**config.mk**
```make
export PLATFORM = sky130hd
export DESIGN_NAME = framed_target_servo_slew_controller_top_flat
export DESIGN_NICKNAME = d
export VERILOG_FILES = /design/src/design/fssc_pkg.sv /design/src/design/fssc_if.sv /design/src/design/fssc_csr.sv /design/src/design/fssc_parser.sv /design/src/design/fssc_axis.sv /design/src/design/fssc_pipe.sv /design/src/design/framed_target_servo_slew_controller_top.sv /design/src/flat_wrapper.sv
export SDC_FILE = /design/constraint.sdc
export NUM_CORES = 2
export LEC_CHECK = 0
export ABC_AREA = 1
export BUFFER_PORTS_ARGS = -buffer_cell sky130_fd_sc_hd__buf_2
export CAP_MARGIN = 0
export CORE_MARGIN = 3
export CORE_UTILIZATION = 25
export DETAILED_ROUTE_END_ITERATION = 6
export MAX_ROUTING_LAYER = met4
export PLACE_DENSITY = 0.39
export SETUP_SLACK_MARGIN = 0.02
export SYNTH_ARGS = -nofsm -noshare
export SYNTH_HDL_FRONTEND = slang
export SYNTH_SLANG_ARGS = --single-unit
export TNS_END_PERCENT = 20
```
**constraint.sdc**
```tcl
create_clock -name clock -period 17.9 [get_ports clock]
set_input_delay 1.79 -clock clock [delete_from_list [all_inputs] [get_ports clock]]
set_output_delay 1.79 -clock clock [all_outputs]
set_load 0.01 [all_outputs]
```
**src/design/fssc_pkg.sv**
```systemverilog
`timescale 1ns / 1ps
`default_nettype none

package fssc_pkg;

   // Full-scale angle in degrees.
   localparam int ANGLE_FULL_DEF = 180;

   // Frame header bytes.
   localparam logic [7:0] HDR1_BYTE = 8'hAA;
   localparam logic [7:0] HDR2_BYTE = 8'h55;

   // State after reset.
   localparam logic [7:0] ANGLE_RESET = 8'd90;
   localparam logic [7:0] ID_RESET    = 8'd0;

   // Event codes carried by the mode field.
   localparam logic [1:0] MODE_BYTE     = 2'd0;
   localparam logic [1:0] MODE_TICK     = 2'd1;
   localparam logic [1:0] MODE_LINE_ERR = 2'd2;

   // Register port geometry.
   localparam int CSR_ADDR_W = 5;
   localparam int CSR_DATA_W = 32;

   // Register indexes, one word apart.
   typedef enum logic [2:0] {
      REG_PAN_DZ,
      REG_TILT_DZ,
      REG_PAN_STEP,
      REG_TILT_STEP,
      REG_PAN_REV,
      REG_PULSE_ZERO,
      REG_PULSE_FULL
   } csr_reg_type;

   // Register reset values.
   localparam logic [7:0]  PAN_DZ_RESET     = 8'd2;
   localparam logic [7:0]  TILT_DZ_RESET    = 8'd2;
   localparam logic [7:0]  PAN_STEP_RESET   = 8'd10;
   localparam logic [7:0]  TILT_STEP_RESET  = 8'd6;
   localparam logic        PAN_REV_RESET    = 1'b1;
   localparam logic [15:0] PULSE_ZERO_RESET = 16'd500;
   localparam logic [15:0] PULSE_FULL_RESET = 16'd2500;

   typedef struct packed {
      logic [7:0]  pan_dz;
      logic [7:0]  tilt_dz;
      logic [7:0]  pan_step;
      logic [7:0]  tilt_step;
      logic        pan_rev;
      logic [15:0] pulse_zero;
      logic [15:0] pulse_full;
   } cfg_type;

   // Decoded event strobes for an accepted beat.
   typedef struct packed {
      logic byte_beat;
      logic tick_beat;
      logic line_err;
   } evt_type;

   // Result fields that travel down the pulse pipeline unchanged.
   typedef struct packed {
      logic       drive_valid;
      logic [7:0] pan_position;
      logic [7:0] tilt_position;
      logic [7:0] frame_tag;
      logic       frame_accepted;
      logic       frame_rejected;
   } info_type;

endpackage

`default_nettype wire

```
**src/design/fssc_if.sv**
```systemverilog
`timescale 1ns / 1ps
`default_nettype none

// Input channel: one event per beat.
interface fssc_req_if;
   logic       valid;
   logic       ready;
   logic [1:0] mode;
   logic [7:0] rx_data;

   modport source (output valid, mode, rx_data, input ready);
   modport sink   (input valid, mode, rx_data, output ready);
endinterface

// Result channel: one result per beat.
interface fssc_rsp_if;
   logic        valid;
   logic        ready;
   logic        drive_valid;
   logic [15:0] pan_pulse;
   logic [15:0] tilt_pulse;
   logic [7:0]  pan_position;
   logic [7:0]  tilt_position;
   logic [7:0]  frame_tag;
   logic        frame_accepted;
   logic        frame_rejected;

   modport source (output valid, drive_valid, pan_pulse, tilt_pulse, pan_position,
                   tilt_position, frame_tag, frame_accepted, frame_rejected,
                   input ready);
   modport sink   (input valid, drive_valid, pan_pulse, tilt_pulse, pan_position,
                   tilt_position, frame_tag, frame_accepted, frame_rejected,
                   output ready);
endinterface

`default_nettype wire

```
**src/design/fssc_csr.sv**
```systemverilog
`timescale 1ns / 1ps
`default_nettype none

module fssc_csr (
   input  logic                             clock,
   input  logic                             reset,
   input  logic                             psel,
   input  logic                             penable,
   input  logic                             pwrite,
   input  logic [fssc_pkg::CSR_ADDR_W-1:0]  paddr,
   input  logic [fssc_pkg::CSR_DATA_W-1:0]  pwdata,
   output logic [fssc_pkg::CSR_DATA_W-1:0]  prdata,
   output logic                             pready,
   output fssc_pkg::cfg_type                cfg
);
   import fssc_pkg::*;

   cfg_type    cfg_ff, cfg_in;
   logic [2:0] reg_index;
   logic       write_en;

   assign reg_index = paddr[CSR_ADDR_W-1:2];
   assign write_en  = psel && penable && pwrite;
   assign pready    = 1'b1;
   assign cfg       = cfg_ff;

   // Register write decode; writes beyond the list are dropped.
   always_comb begin
      cfg_in = cfg_ff;
      if (write_en) begin
         case (reg_index)
            REG_PAN_DZ:     cfg_in.pan_dz     = pwdata[7:0];
            REG_TILT_DZ:    cfg_in.tilt_dz    = pwdata[7:0];
            REG_PAN_STEP:   cfg_in.pan_step   = pwdata[7:0];
            REG_TILT_STEP:  cfg_in.tilt_step  = pwdata[7:0];
            REG_PAN_REV:    cfg_in.pan_rev    = pwdata[0];
            REG_PULSE_ZERO: cfg_in.pulse_zero = pwdata[15:0];
            REG_PULSE_FULL: cfg_in.pulse_full = pwdata[15:0];
            default:        cfg_in = cfg_ff;
         endcase
      end
   end

   // Read mux.
   always_comb begin
      case (reg_index)
         REG_PAN_DZ:     prdata = {24'd0, cfg_ff.pan_dz};
         REG_TILT_DZ:    prdata = {24'd0, cfg_ff.tilt_dz};
         REG_PAN_STEP:   prdata = {24'd0, cfg_ff.pan_step};
         REG_TILT_STEP:  prdata = {24'd0, cfg_ff.tilt_step};
         REG_PAN_REV:    prdata = {31'd0, cfg_ff.pan_rev};
         REG_PULSE_ZERO: prdata = {16'd0, cfg_ff.pulse_zero};
         REG_PULSE_FULL: prdata = {16'd0, cfg_ff.pulse_full};
         default:        prdata = '0;
      endcase
   end

   always_ff @(posedge clock) begin
      if (reset) begin
         cfg_ff.pan_dz     <= PAN_DZ_RESET;
         cfg_ff.tilt_dz    <= TILT_DZ_RESET;
         cfg_ff.pan_step   <= PAN_STEP_RESET;
         cfg_ff.tilt_step  <= TILT_STEP_RESET;
         cfg_ff.pan_rev    <= PAN_REV_RESET;
         cfg_ff.pulse_zero <= PULSE_ZERO_RESET;
         cfg_ff.pulse_full <= PULSE_FULL_RESET;
      end else begin
         cfg_ff <= cfg_in;
      end
   end

endmodule

`default_nettype wire

```
**src/design/fssc_parser.sv**
```systemverilog
`timescale 1ns / 1ps
`default_nettype none

module fssc_parser (
   input  logic              clock,
   input  logic              reset,
   input  fssc_pkg::evt_type evt,
   input  logic [7:0]        rx_data,
   output logic [7:0]        aim_pan,
   output logic [7:0]        aim_tilt,
   output logic [7:0]        id_next,
   output logic              frame_accepted,
   output logic              frame_rejected
);
   import fssc_pkg::*;

   typedef enum logic [2:0] {
      PH_HDR1,
      PH_HDR2,
      PH_PAN,
      PH_TILT,
      PH_ID,
      PH_CHK
   } phase_type;

   phase_type  phase_ff, phase_in;
   logic [7:0] stg_pan_ff, stg_pan_in;
   logic [7:0] stg_tilt_ff, stg_tilt_in;
   logic [7:0] stg_id_ff, stg_id_in;
   logic [7:0] tgt_pan_ff, tgt_pan_in;
   logic [7:0] tgt_tilt_ff, tgt_tilt_in;
   logic [7:0] tgt_id_ff, tgt_id_in;
   logic [7:0] check_sum;

   // Frame parser. A line error only returns the parser to header wait.
   always_comb begin
      phase_in       = phase_ff;
      stg_pan_in     = stg_pan_ff;
      stg_tilt_in    = stg_tilt_ff;
      stg_id_in      = stg_id_ff;
      tgt_pan_in     = tgt_pan_ff;
      tgt_tilt_in    = tgt_tilt_ff;
      tgt_id_in      = tgt_id_ff;
      frame_accepted = 1'b0;
      frame_rejected = 1'b0;
      check_sum      = stg_pan_ff + stg_tilt_ff + stg_id_ff;
      if (evt.line_err) begin
         phase_in = PH_HDR1;
      end else if (evt.byte_beat) begin
         case (phase_ff)
            PH_HDR2: begin
               if (rx_data == HDR2_BYTE) begin
                  phase_in = PH_PAN;
               end else if (rx_data == HDR1_BYTE) begin
                  phase_in = PH_HDR2;
               end else begin
                  phase_in = PH_HDR1;
               end
            end
            PH_PAN: begin
               stg_pan_in = rx_data;
               phase_in   = PH_TILT;
            end
            PH_TILT: begin
               stg_tilt_in = rx_data;
               phase_in    = PH_ID;
            end
            PH_ID: begin
               stg_id_in = rx_data;
               phase_in  = PH_CHK;
            end
            PH_CHK: begin
               if (rx_data == check_sum) begin
                  tgt_pan_in     = stg_pan_ff;
                  tgt_tilt_in    = stg_tilt_ff;
                  tgt_id_in      = stg_id_ff;
                  frame_accepted = 1'b1;
               end else begin
                  frame_rejected = 1'b1;
               end
               phase_in = PH_HDR1;
            end
            default: begin
               phase_in = (rx_data == HDR1_BYTE) ? PH_HDR2 : PH_HDR1;
            end
         endcase
      end
   end

   assign aim_pan  = tgt_pan_ff;
   assign aim_tilt = tgt_tilt_ff;
   assign id_next  = tgt_id_in;

   always_ff @(posedge clock) begin
      if (reset) begin
         phase_ff    <= PH_HDR1;
         stg_pan_ff  <= ANGLE_RESET;
         stg_tilt_ff <= ANGLE_RESET;
         stg_id_ff   <= ID_RESET;
         tgt_pan_ff  <= ANGLE_RESET;
         tgt_tilt_ff <= ANGLE_RESET;
         tgt_id_ff   <= ID_RESET;
      end else begin
         phase_ff    <= phase_in;
         stg_pan_ff  <= stg_pan_in;
         stg_tilt_ff <= stg_tilt_in;
         stg_id_ff   <= stg_id_in;
         tgt_pan_ff  <= tgt_pan_in;
         tgt_tilt_ff <= tgt_tilt_in;
         tgt_id_ff   <= tgt_id_in;
      end
   end

endmodule

`default_nettype wire

```
**src/design/fssc_axis.sv**
```systemverilog
`timescale 1ns / 1ps
`default_nettype none

module fssc_axis #(
   parameter int ANGLE_FULL = fssc_pkg::ANGLE_FULL_DEF
) (
   input  logic              clock,
   input  logic              reset,
   input  logic              tick,
   input  logic signed [9:0] target,
   input  logic [7:0]        dead_zone,
   input  logic [7:0]        max_step,
   output logic [7:0]        position_next
);
   import fssc_pkg::*;

   localparam logic signed [10:0] FULL_S = 11'(ANGLE_FULL);

   logic [7:0]         pos_ff, pos_in;
   logic signed [9:0]  diff;
   logic signed [9:0]  dz;
   logic signed [9:0]  st;
   logic signed [9:0]  step_up;
   logic signed [9:0]  step_dn;
   logic signed [10:0] moved;

   // Slew toward the target outside the dead zone, then clamp to range.
   always_comb begin
      dz      = $signed({2'b00, dead_zone});
      st      = $signed({2'b00, max_step});
      diff    = target - $signed({2'b00, pos_ff});
      step_up = (diff > st) ? st : diff;
      step_dn = (-diff > st) ? st : -diff;
      moved   = $signed({3'b000, pos_ff});
      if (diff > dz) begin
         moved = $signed({3'b000, pos_ff}) + {step_up[9], step_up};
      end else if (diff < -dz) begin
         moved = $signed({3'b000, pos_ff}) - {step_dn[9], step_dn};
      end
      if (moved > FULL_S) begin
         moved = FULL_S;
      end else if (moved < 11'sd0) begin
         moved = 11'sd0;
      end
      pos_in = tick ? moved[7:0] : pos_ff;
   end

   assign position_next = pos_in;

   always_ff @(posedge clock) begin
      if (reset) begin
         pos_ff <= ANGLE_RESET;
      end else begin
         pos_ff <= pos_in;
      end
   end

endmodule

`default_nettype wire

```
**src/design/fssc_pipe.sv**
```systemverilog
`timescale 1ns / 1ps
`default_nettype none

module fssc_pipe #(
   parameter int ANGLE_FULL = fssc_pkg::ANGLE_FULL_DEF
) (
   input  logic               clock,
   input  logic               reset,
   input  logic               in_valid,
   output logic               in_ready,
   input  fssc_pkg::info_type in_info,
   input  fssc_pkg::cfg_type  cfg,
   output logic               out_valid,
   input  logic               out_ready,
   output fssc_pkg::info_type out_info,
   output logic [15:0]        out_pan_pulse,
   output logic [15:0]        out_tilt_pulse
);
   import fssc_pkg::*;

   // Angle times span fits 24 bits for any full-scale angle below 256.
   localparam int X_W         = 24;
   localparam int RECIP_SHIFT = 24;
   localparam int RECIP_W     = 25;
   localparam int PROD_W      = X_W + RECIP_W;
   localparam logic [RECIP_W-1:0] RECIP_MULT = RECIP_W'((2 ** RECIP_SHIFT) / ANGLE_FULL);
   localparam logic [X_W-1:0]     DIVISOR    = X_W'(ANGLE_FULL);
   localparam logic [7:0]         FULL_ANGLE = 8'(ANGLE_FULL);

   // The reciprocal quotient is low by at most one; one compare fixes it.
   function automatic logic [15:0] correct_quot(input logic [X_W-1:0] x,
                                                input logic [15:0] q0);
      logic [X_W-1:0] rem;
      rem = x - {8'd0, q0} * DIVISOR;
      return (rem >= DIVISOR) ? q0 + 16'd1 : q0;
   endfunction

   logic v1_ff, v1_in, v2_ff, v2_in, v3_ff, v3_in, v4_ff, v4_in;
   logic en1, en2, en3, en4;

   info_type         s1_info_ff, s2_info_ff, s3_info_ff, s4_info_ff;
   logic [X_W-1:0]   s2_xp_ff, s2_xp_in, s2_xt_ff, s2_xt_in;
   logic [X_W-1:0]   s3_xp_ff, s3_xt_ff;
   logic [15:0]      s3_qp_ff, s3_qp_in, s3_qt_ff, s3_qt_in;
   logic [15:0]      s4_pp_ff, s4_pp_in, s4_pt_ff, s4_pt_in;
   logic [15:0]      span;
   logic [7:0]       ang_p, ang_t;
   logic [PROD_W-1:0] prod_p, prod_t;

   // Each stage loads when it is empty or its content moves on.
   assign en4      = !v4_ff || out_ready;
   assign en3      = !v3_ff || en4;
   assign en2      = !v2_ff || en3;
   assign en1      = !v1_ff || en2;
   assign in_ready = en1;

   assign v1_in = en1 ? in_valid : v1_ff;
   assign v2_in = en2 ? v1_ff : v2_ff;
   assign v3_in = en3 ? v2_ff : v3_ff;
   assign v4_in = en4 ? v3_ff : v4_ff;

   // Stage two: clamped angle times span.
   always_comb begin
      span     = (cfg.pulse_full >= cfg.pulse_zero) ? cfg.pulse_full - cfg.pulse_zero : 16'd0;
      ang_p    = (s1_info_ff.pan_position > FULL_ANGLE) ? FULL_ANGLE : s1_info_ff.pan_position;
      ang_t    = (s1_info_ff.tilt_position > FULL_ANGLE) ? FULL_ANGLE : s1_info_ff.tilt_position;
      s2_xp_in = {16'd0, ang_p} * {8'd0, span};
      s2_xt_in = {16'd0, ang_t} * {8'd0, span};
   end

   // Stage three: multiply by the reciprocal of the full-scale angle.
   always_comb begin
      prod_p   = {{RECIP_W{1'b0}}, s2_xp_ff} * {{X_W{1'b0}}, RECIP_MULT};
      prod_t   = {{RECIP_W{1'b0}}, s2_xt_ff} * {{X_W{1'b0}}, RECIP_MULT};
      s3_qp_in = prod_p[RECIP_SHIFT +: 16];
      s3_qt_in = prod_t[RECIP_SHIFT +: 16];
   end

   // Stage four: quotient correction and pulse offset.
   always_comb begin
      s4_pp_in = cfg.pulse_zero + correct_quot(s3_xp_ff, s3_qp_ff);
      s4_pt_in = cfg.pulse_zero + correct_quot(s3_xt_ff, s3_qt_ff);
   end

   always_ff @(posedge clock) begin
      if (reset) begin
         v1_ff <= 1'b0;
         v2_ff <= 1'b0;
         v3_ff <= 1'b0;
         v4_ff <= 1'b0;
      end else begin
         v1_ff <= v1_in;
         v2_ff <= v2_in;
         v3_ff <= v3_in;
         v4_ff <= v4_in;
      end
   end

   // Payload registers.
   always_ff @(posedge clock) begin
      if (en1) begin
         s1_info_ff <= in_info;
      end
      if (en2) begin
         s2_info_ff <= s1_info_ff;
         s2_xp_ff   <= s2_xp_in;
         s2_xt_ff   <= s2_xt_in;
      end
      if (en3) begin
         s3_info_ff <= s2_info_ff;
         s3_xp_ff   <= s2_xp_ff;
         s3_xt_ff   <= s2_xt_ff;
         s3_qp_ff   <= s3_qp_in;
         s3_qt_ff   <= s3_qt_in;
      end
      if (en4) begin
         s4_info_ff <= s3_info_ff;
         s4_pp_ff   <= s4_pp_in;
         s4_pt_ff   <= s4_pt_in;
      end
   end

   assign out_valid      = v4_ff;
   assign out_info       = s4_info_ff;
   assign out_pan_pulse  = s4_pp_ff;
   assign out_tilt_pulse = s4_pt_ff;

endmodule

`default_nettype wire

```
**src/design/framed_target_servo_slew_controller_top.sv**
```systemverilog
// Throughput: one event per cycle unless a stalled result side fills the pipe;
// parser, target and angle registers update in the accept cycle, and the
// pulse conversion is a four-stage elastic pipe (angle times span,
// reciprocal multiply, remainder correction and offset).
// Reset (synchronous): parser waits for a header, targets 90/90/id 0, angles 90,
// registers to their defaults, pipeline emptied.
`timescale 1ns / 1ps
`default_nettype none

module framed_target_servo_slew_controller_top #(
   parameter int ANGLE_FULL = fssc_pkg::ANGLE_FULL_DEF
) (
   input  logic                             clock,
   input  logic                             reset,
   fssc_req_if.sink                         req_bus,
   fssc_rsp_if.source                       rsp_bus,
   input  logic                             csr_psel,
   input  logic                             csr_penable,
   input  logic                             csr_pwrite,
   input  logic [fssc_pkg::CSR_ADDR_W-1:0]  csr_paddr,
   input  logic [fssc_pkg::CSR_DATA_W-1:0]  csr_pwdata,
   output logic [fssc_pkg::CSR_DATA_W-1:0]  csr_prdata,
   output logic                             csr_pready
);
   import fssc_pkg::*;

   localparam logic signed [9:0] FULL_T = 10'(ANGLE_FULL);

   cfg_type           cfg;
   evt_type           evt;
   info_type          in_info, out_info;
   logic              accept, in_ready;
   logic [7:0]        tgt_pan, tgt_tilt, id_next;
   logic              frame_acc, frame_rej;
   logic signed [9:0] pan_tgt, tilt_tgt;
   logic [7:0]        pan_next, tilt_next;

   fssc_csr u_csr (
      .clock   (clock),
      .reset   (reset),
      .psel    (csr_psel),
      .penable (csr_penable),
      .pwrite  (csr_pwrite),
      .paddr   (csr_paddr),
      .pwdata  (csr_pwdata),
      .prdata  (csr_prdata),
      .pready  (csr_pready),
      .cfg     (cfg)
   );

   // Event decode of the accepted beat; unused mode codes raise no event strobe.
   assign accept        = req_bus.valid && in_ready;
   assign req_bus.ready = in_ready;
   assign evt.byte_beat = accept && (req_bus.mode == MODE_BYTE);
   assign evt.tick_beat = accept && (req_bus.mode == MODE_TICK);
   assign evt.line_err  = accept && (req_bus.mode == MODE_LINE_ERR);

   fssc_parser u_parser (
      .clock          (clock),
      .reset          (reset),
      .evt            (evt),
      .rx_data        (req_bus.rx_data),
      .aim_pan        (tgt_pan),
      .aim_tilt       (tgt_tilt),
      .id_next        (id_next),
      .frame_accepted (frame_acc),
      .frame_rejected (frame_rej)
   );

   // Pan target, mirrored about full scale when reversed.
   assign pan_tgt  = cfg.pan_rev ? FULL_T - $signed({2'b00, tgt_pan}) : $signed({2'b00, tgt_pan});
   assign tilt_tgt = $signed({2'b00, tgt_tilt});

   fssc_axis #(.ANGLE_FULL(ANGLE_FULL)) u_pan_axis (
      .clock         (clock),
      .reset         (reset),
      .tick          (evt.tick_beat),
      .target        (pan_tgt),
      .dead_zone     (cfg.pan_dz),
      .max_step      (cfg.pan_step),
      .position_next (pan_next)
   );

   fssc_axis #(.ANGLE_FULL(ANGLE_FULL)) u_tilt_axis (
      .clock         (clock),
      .reset         (reset),
      .tick          (evt.tick_beat),
      .target        (tilt_tgt),
      .dead_zone     (cfg.tilt_dz),
      .max_step      (cfg.tilt_step),
      .position_next (tilt_next)
   );

   assign in_info.drive_valid    = evt.tick_beat;
   assign in_info.pan_position   = pan_next;
   assign in_info.tilt_position  = tilt_next;
   assign in_info.frame_tag      = id_next;
   assign in_info.frame_accepted = frame_acc;
   assign in_info.frame_rejected = frame_rej;

   fssc_pipe #(.ANGLE_FULL(ANGLE_FULL)) u_pipe (
      .clock          (clock),
      .reset          (reset),
      .in_valid       (req_bus.valid),
      .in_ready       (in_ready),
      .in_info        (in_info),
      .cfg            (cfg),
      .out_valid      (rsp_bus.valid),
      .out_ready      (rsp_bus.ready),
      .out_info       (out_info),
      .out_pan_pulse  (rsp_bus.pan_pulse),
      .out_tilt_pulse (rsp_bus.tilt_pulse)
   );

   assign rsp_bus.drive_valid    = out_info.drive_valid;
   assign rsp_bus.pan_position   = out_info.pan_position;
   assign rsp_bus.tilt_position  = out_info.tilt_position;
   assign rsp_bus.frame_tag      = out_info.frame_tag;
   assign rsp_bus.frame_accepted = out_info.frame_accepted;
   assign rsp_bus.frame_rejected = out_info.frame_rejected;

endmodule

`default_nettype wire

```
**src/flat_wrapper.sv**
```systemverilog
// flat-port wrapper written by rule: the top's interface ports become plain ports
module framed_target_servo_slew_controller_top_flat import fssc_pkg::*;
#(
   parameter int ANGLE_FULL = fssc_pkg::ANGLE_FULL_DEF
)
  (clock, reset, csr_psel, csr_penable, csr_pwrite, csr_paddr, csr_pwdata, csr_prdata, csr_pready, req_bus_valid, req_bus_mode, req_bus_rx_data, req_bus_ready, rsp_bus_valid, rsp_bus_drive_valid, rsp_bus_pan_pulse, rsp_bus_tilt_pulse, rsp_bus_pan_position, rsp_bus_tilt_position, rsp_bus_frame_tag, rsp_bus_frame_accepted, rsp_bus_frame_rejected, rsp_bus_ready);
  fssc_req_if req_bus_i ();
  fssc_rsp_if rsp_bus_i ();
  input  logic clock;
  input  logic reset;
  input  logic csr_psel;
  input  logic csr_penable;
  input  logic csr_pwrite;
  input  logic [fssc_pkg::CSR_ADDR_W-1:0] csr_paddr;
  input  logic [fssc_pkg::CSR_DATA_W-1:0] csr_pwdata;
  output logic [fssc_pkg::CSR_DATA_W-1:0] csr_prdata;
  output logic csr_pready;
  input wire logic [$bits(req_bus_i.valid)-1:0] req_bus_valid;
  input wire logic [$bits(req_bus_i.mode)-1:0] req_bus_mode;
  input wire logic [$bits(req_bus_i.rx_data)-1:0] req_bus_rx_data;
  output wire logic [$bits(req_bus_i.ready)-1:0] req_bus_ready;
  output wire logic [$bits(rsp_bus_i.valid)-1:0] rsp_bus_valid;
  output wire logic [$bits(rsp_bus_i.drive_valid)-1:0] rsp_bus_drive_valid;
  output wire logic [$bits(rsp_bus_i.pan_pulse)-1:0] rsp_bus_pan_pulse;
  output wire logic [$bits(rsp_bus_i.tilt_pulse)-1:0] rsp_bus_tilt_pulse;
  output wire logic [$bits(rsp_bus_i.pan_position)-1:0] rsp_bus_pan_position;
  output wire logic [$bits(rsp_bus_i.tilt_position)-1:0] rsp_bus_tilt_position;
  output wire logic [$bits(rsp_bus_i.frame_tag)-1:0] rsp_bus_frame_tag;
  output wire logic [$bits(rsp_bus_i.frame_accepted)-1:0] rsp_bus_frame_accepted;
  output wire logic [$bits(rsp_bus_i.frame_rejected)-1:0] rsp_bus_frame_rejected;
  input wire logic [$bits(rsp_bus_i.ready)-1:0] rsp_bus_ready;
  assign req_bus_i.valid = req_bus_valid;
  assign req_bus_i.mode = req_bus_mode;
  assign req_bus_i.rx_data = req_bus_rx_data;
  assign req_bus_ready = req_bus_i.ready;
  assign rsp_bus_valid = rsp_bus_i.valid;
  assign rsp_bus_drive_valid = rsp_bus_i.drive_valid;
  assign rsp_bus_pan_pulse = rsp_bus_i.pan_pulse;
  assign rsp_bus_tilt_pulse = rsp_bus_i.tilt_pulse;
  assign rsp_bus_pan_position = rsp_bus_i.pan_position;
  assign rsp_bus_tilt_position = rsp_bus_i.tilt_position;
  assign rsp_bus_frame_tag = rsp_bus_i.frame_tag;
  assign rsp_bus_frame_accepted = rsp_bus_i.frame_accepted;
  assign rsp_bus_frame_rejected = rsp_bus_i.frame_rejected;
  assign rsp_bus_i.ready = rsp_bus_ready;
  framed_target_servo_slew_controller_top #(.ANGLE_FULL(ANGLE_FULL)) u_core (.clock(clock), .reset(reset), .req_bus(req_bus_i), .rsp_bus(rsp_bus_i), .csr_psel(csr_psel), .csr_penable(csr_penable), .csr_pwrite(csr_pwrite), .csr_paddr(csr_paddr), .csr_pwdata(csr_pwdata), .csr_prdata(csr_prdata), .csr_pready(csr_pready));
endmodule
```
Yosys cells after proc, flatten, opt, wreduce, memory -nomap -nowiden. Index checks and enable logic that the tools add are counted.

Input port bits: 54. Output and inout bits: 94. Logic and storage cells: 173. Flip-flop bits (word level): 404.

Add/sub/neg operators: 20. Bitwise gates (word level): 3. Eq/ne operators: 16. $mul: 6. Reduce and logical (&&, ||, !) cells: 29. $lt $le $gt $ge: 17. Mux-type cells: 30.

Operator list (count): $pmux 16 s7 (1); $mux 8 (12); $mul 24x16->39 const B (2); $gt 10x9->1 (6); $mux 10 (5); $ge 24x8->1 const B (2); $mul 8x16->24 (2); $mux 16 (3); $sub 24x24->24 (2); $mul 16x6->22 const B (2); $mux 11 (4); $add 16x1->16 const B (2); $add 16x16->16 (2); $add 9x10->11 (2); $gt 11x9->1 const B (2); $lt 11x1->1 const B (2); $sub 9x10->11 (2); $lt 10x10->1 (2); $neg 10->10 (2); $neg 8->10 (2); $add 8x8->8 (2); $ge 16x16->1 (1); $gt 8x8->1 const B (2); $sub 16x16->16 (1); other kinds (25) (56).

Longest topological paths before layout.
Depth in word-level cells: 13. Depth in mapped cells: 51. Gate-level depth less buffers: 49.

Modules after synthesis. A second synthesis with hierarchy kept.

Cell total of the unflattened synthesis: 6342. Area total of the unflattened synthesis: 51074.0 um^2.

Modules (own cells, without submodules): fssc_pipe (sequential area each 8007.7 um^2, cells an instance 4293, area an instance 38007.7 um^2, times used 1); fssc_csr (sequential area each 1301.2 um^2, cells an instance 527, area an instance 3472.1 um^2, times used 1); fssc_axis at u_core.u_pan_axis (sequential area each 160.2 um^2, cells an instance 565, area an instance 3354.5 um^2, times used 1); fssc_axis at u_core.u_tilt_axis (sequential area each 160.2 um^2, cells an instance 547, area an instance 3290.7 um^2, times used 1); fssc_parser (sequential area each 1021.0 um^2, cells an instance 364, area an instance 2732.6 um^2, times used 1); framed_target_servo_slew_controller_top (sequential area each 0.0 um^2, cells an instance 46, area an instance 216.5 um^2, times used 1).

Worst setup path before layout. Ideal clock, no wire load.

Path type: in2out. From: in rsp_bus_ready. To: out req_bus_ready. Arrival: 6.224 ns. Slack: 9.886 ns. Stages on the path: 8. Path buffers: 0. Data required time: 16.110 ns. Cell sequence: nor2_1 -> inv_2 -> nor2_1 -> inv_2 -> nor2_1 -> inv_1 -> nor2_1 -> inv_1.

Word-level cells in the longest chain between the ends: 4.

RTL lines: start: declaration (RTL line flat_wrapper.sv:31) `input wire logic [$bits(rsp_bus_i.ready)-1:0] rsp_bus_ready;`; $logic_or 1x1->1 (RTL line fssc_pipe.sv:51) `assign en4 = !v4_ff || out_ready;`; via u_core.u_pipe.en4 (RTL line fssc_pipe.sv:39) `logic en1, en2, en3, en4;`; $logic_or 1x1->1 (RTL line fssc_pipe.sv:52) `assign en3 = !v3_ff || en4;`; via u_core.u_pipe.en3 (RTL line fssc_pipe.sv:39); $logic_or 1x1->1 (RTL line fssc_pipe.sv:53) `assign en2 = !v2_ff || en3;`; via u_core.u_pipe.en2 (RTL line fssc_pipe.sv:39); $logic_or 1x1->1 (RTL line fssc_pipe.sv:54) `assign en1 = !v1_ff || en2;`; end: declaration (RTL line flat_wrapper.sv:21) `output wire logic [$bits(req_bus_i.ready)-1:0] req_bus_ready;`.

The timed path passes the listed nets, and every way through them passes these cells.

Worst setup path after layout.
From: reg u_core.u_csr.cfg_ff, in the netlist u_core.u_csr.cfg[17]. To: reg u_core.u_pipe.s2_xp_ff[22], data pin.

Word-level cells in the longest chain between the ends: 3. Elaborated cells on any way between the ends: 4. Those cells by class: 1 x add/sub; 1 x mul; 1 x order compare; 1 x mux.

RTL lines: start: declaration (RTL line fssc_csr.sv:18) `cfg_type cfg_ff, cfg_in;`; start signal: assignment (RTL line fssc_csr.sv:68) `cfg_ff <= cfg_in;`; $sub 16x16->16 / $ge 16x16->1 (equally long branches) (RTL line fssc_pipe.sv:64) `span = (cfg.pulse_full >= cfg.pulse_zero) ? cfg.pulse_full - cfg.pulse_zero : 16'd0;`; $mux 16 (*) (RTL line fssc_pipe.sv:64); $mul 8x16->24 (*) (RTL line fssc_pipe.sv:67) `s2_xp_in = {16'd0, ang_p} * {8'd0, span};`; via u_core.u_pipe.s2_xp_in[22] (RTL line fssc_pipe.sv:42) `logic [X_W-1:0] s2_xp_ff, s2_xp_in, s2_xt_ff, s2_xt_in;`; end signal: assignment (RTL line fssc_pipe.sv:106) `s2_xp_ff <= s2_xp_in;`; end: declaration (RTL line fssc_pipe.sv:42).

The timed path passes the listed nets; every way through them passes the cells marked *. A chain may end at the register's enable or synchronous reset.

==> flow_summary.json <==
{
  "netlist_top_cells_area": "fa_1, ha_1, edfxtp_1, inv_1, nand2_1",
  "hold_path_class": "flop to flop",
  "routed_via_density": 4.43,
  "reg2reg_depth": 31,
  "drtPass1Iterations": 5,
  "num_io_pins": 148,
  "required_ns": 18.30,
  "ant_nets": 0,
  "ys.flop_type": "edfxtp_1",
  "ctsHoldBuffers": 0,
  "cts_setup_buffers": 0,
  "clkLatencyLatePin_ns": 0.67,
  "clk_path_buf_depth": 3,
  "grt_pass1_vias": 38200,
  "end_kind": "flop",
  "synth_edf_count": 264,
  "ys_types": 67,
  "yosysWarnings": 0,
  "timing.rr.end": "u_core.u_pipe.s2_xp_ff[22]",
  "period_minus_slack_ns": 8.76,
  "seq_area_frac_synth_pct": 22.0,
  "hold_violations": 0,
  "startpoint": "u_core.u_csr.cfg[17]",
  "hold_depth": 0,
  "drive_above_1_share_pct": 5.03,
  "finalMaxSlewViolations": 0,
  "cts_tree": "done",
  "fmax_mhz": 114,
  "tightestPinTransition_ns": 1.12,
  "syn_area_per_cell_um2": 8.34,
  "synth_top_cell_by_area": "fa_1",
  "grt_pass1_wl_um": 232000,
  "fin_tns_setup_ns": 0,
  "maxCapViolCount": 0,
  "ctsResizeCount": 0,
  "period_share_pct": 49.0,
  "die-area_mm2": 0.199,
  "synthCells": 5789,
  "cts-buffers-inserted": 51,
  "cts_root_buf": "clkbuf_16",
  "relSlewSlack_pct": 24.2,
  "yosysMostFrequentCell": "inv_1",
  "htreeDepth": 2,
  "core_area_mm2": 0.191,
  "status": "complete, no violations",
  "start_kind": "flop",
  "critPathMaxStageDelay_ns": 0.70,
  "wire_per_inst_um": 18.0,
  "setup_violations": 0,
  "dieHeight_um": 446,
  "skew_ns": 0.0363,
  "vias": 37500,
  "drtIter0Drc": 2135,
  "fin_util_pct": 28.0,
  "min_from": "u_core.u_pipe.s2_info_ff[11]",
  "hold_end": "u_core.u_pipe.s3_info_ff[11]",
  "final_cells": 8461,
  "rsz0062_at_grt": "false",
  "rows": 160,
  "path_class": "flop to flop",
  "path_clk_slew_ns": 0.06,
  "place_congestion": 0.842,
  "synthArstFlopShare_pct": 0,
  "drt-total-wl_um": 152000,
  "port_buffers": 112,
  "syn-cell-area_mm2": 0.0483,
  "synth_commonest_cells": "inv_1, nand2_1, ha_1",
  "clock_sink_count": 400,
  "die_w_um": 446,
  "grt_max_degree": 87,
  "placed_cells": 8364,
  "syn_to_final_growth_pct": 11.0,
  "ys_ff_latch": 400,
  "fillers": 20600,
  "critPathSlowestCell": "nand2_1",
  "r2r_setup_slack_ns": 9.14,
  "worst_ep_arrival_time_ns": 9.17,
  "worstReg2RegStart": "u_core.u_csr.cfg[17]",
  "antenna_found_initial": 26,
  "path_max_fanout": 19,
  "path_common_cell": "inv_1",
  "start_util_pct": 25.3,
  "synth_top_area_share_pct": 20.2,
  "hpwl_um": 128000,
  "overflow": 0,
  "nets": 7109,
  "route.detailed.drc": 0,
  "grt_usage_pct": 15.7
}
## worst max-delay path: cells and delay by family (launching register included)
family / cells / cell delay [ns]
adder cells (fa/ha/maj): 6 / 2.79
AO/OA/AOI/OAI: 11 / 2.17
AND/OR/NAND/NOR: 7 / 1.83
buffers and inverters: 7 / 1.02
flip-flops: 1 / 0.69
## cell families after synthesis
group,share of synthesized area [%]
AOI/OAI and AO/OA,9.03
xor gates and xnor gates,4.55
adders and majority gates,37.3
buffers and inverters,10.1
DFF,22.0
muxes,0.0207
other,0.0155
and+or+nand+nor,16.9
## routing by layer
metal / global-route usage (%) / part of all wire [%] / up-vias
met4: 3.19 / 2.2 / 0
met2: 25.9 / 47 / 568
li1: - / - / 18900
met5: - / 0 / -
met1: 20.9 / 47 / 17900
met3: 1.60 / 3.4 / 146
## flip-flops by register name, indices dropped and copies added (netlist names), 16 cells and up
register                      flops
u_core.u_csr.cfg                 65
u_core.u_pipe.out_info           27
u_core.u_pipe.s1_info_ff         27
u_core.u_pipe.s2_info_ff         27
u_core.u_pipe.s3_info_ff         27
u_core.u_pipe.s2_xp_ff           24
u_core.u_pipe.s2_xt_ff           24
u_core.u_pipe.s3_xp_ff           22
u_core.u_pipe.s3_xt_ff           22
u_core.u_pipe.out_pan_pulse      16
u_core.u_pipe.out_tilt_pulse     16
u_core.u_pipe.s3_qp_ff           16
u_core.u_pipe.s3_qt_ff           16
## layout by cell type, fill, tap and decap left out, types with 7 or more instances in the layout
cell type / instances
inv_1: 1159
nand2_1: 1063
ha_1: 662
fa_1: 487
a21oi_1: 393
nor2_1: 393
edfxtp_1: 264
o21ai_0: 240
nand3_1: 222
xor2_1: 185
dfxtp_1: 136
buf_2: 112
nand4_1: 91
xnor2_1: 64
nor3_1: 58
clkbuf_16: 52
buf_4: 24
o21bai_1: 23
o211ai_1: 21
nor4_1: 20
clkinv_1: 17
a21o_1: 17
conb_1: 17
nand2_2: 16
nand3b_1: 16
o21ai_1: 13
a31oi_1: 13
or2_2: 11
clkinv_2: 10
a211oi_1: 9
o31ai_1: 9
inv_2: 8
nand3_2: 8
o21a_1: 7
clkbuf_1: 7
## area by class of cell
cell class	count	area [µm²]	area share, %
diodes	2	5.00	0.00934
clock buffers	64	1390	2.59
clock inverters	31	389	0.726
inverters	1184	4450	8.31
multi-input cells	4133	32800	61.3
flip-flops and latches	400	10700	19.9
well taps	2511	3140	5.86
repair buffers	136	741	1.38
## stage by stage
step / area, µm² / setup WS (ns) / hold WS (ns)
floorplan: 48400 / 9.89 / 0.400
global placement: 51800 / 9.20 / 0.402
detailed placement: 51800 / 9.13 / 0.405
CTS: 53600 / 9.13 / 0.418
global route: 53600 / 8.52 / 0.422
finish: 53600 / 9.14 / 0.408
## worst max-delay path by stage
| stage | end | slack (ns) | cells past startpoint |
|---|---|---|---|
| 2_1_floorplan | req_bus_ready | 9.89 | 8 |
| 6_report | u_core.u_pipe.s2_xp_ff[22] | 9.14 | 31 |
| 5_1_grt | u_core.u_pipe.s2_xp_ff[22] | 8.52 | 31 |
| 3_5_place_dp | u_core.u_pipe.s2_xp_ff[22] | 9.13 | 31 |
| 4_1_cts | u_core.u_pipe.s2_xp_ff[22] | 9.13 | 31 |
| 3_3_place_gp | u_core.u_pipe.s2_xp_ff[22] | 9.20 | 31 |
Power is not shown: default switching activity piles up to over one toggle a cycle in this logic, so the estimate is an artifact.
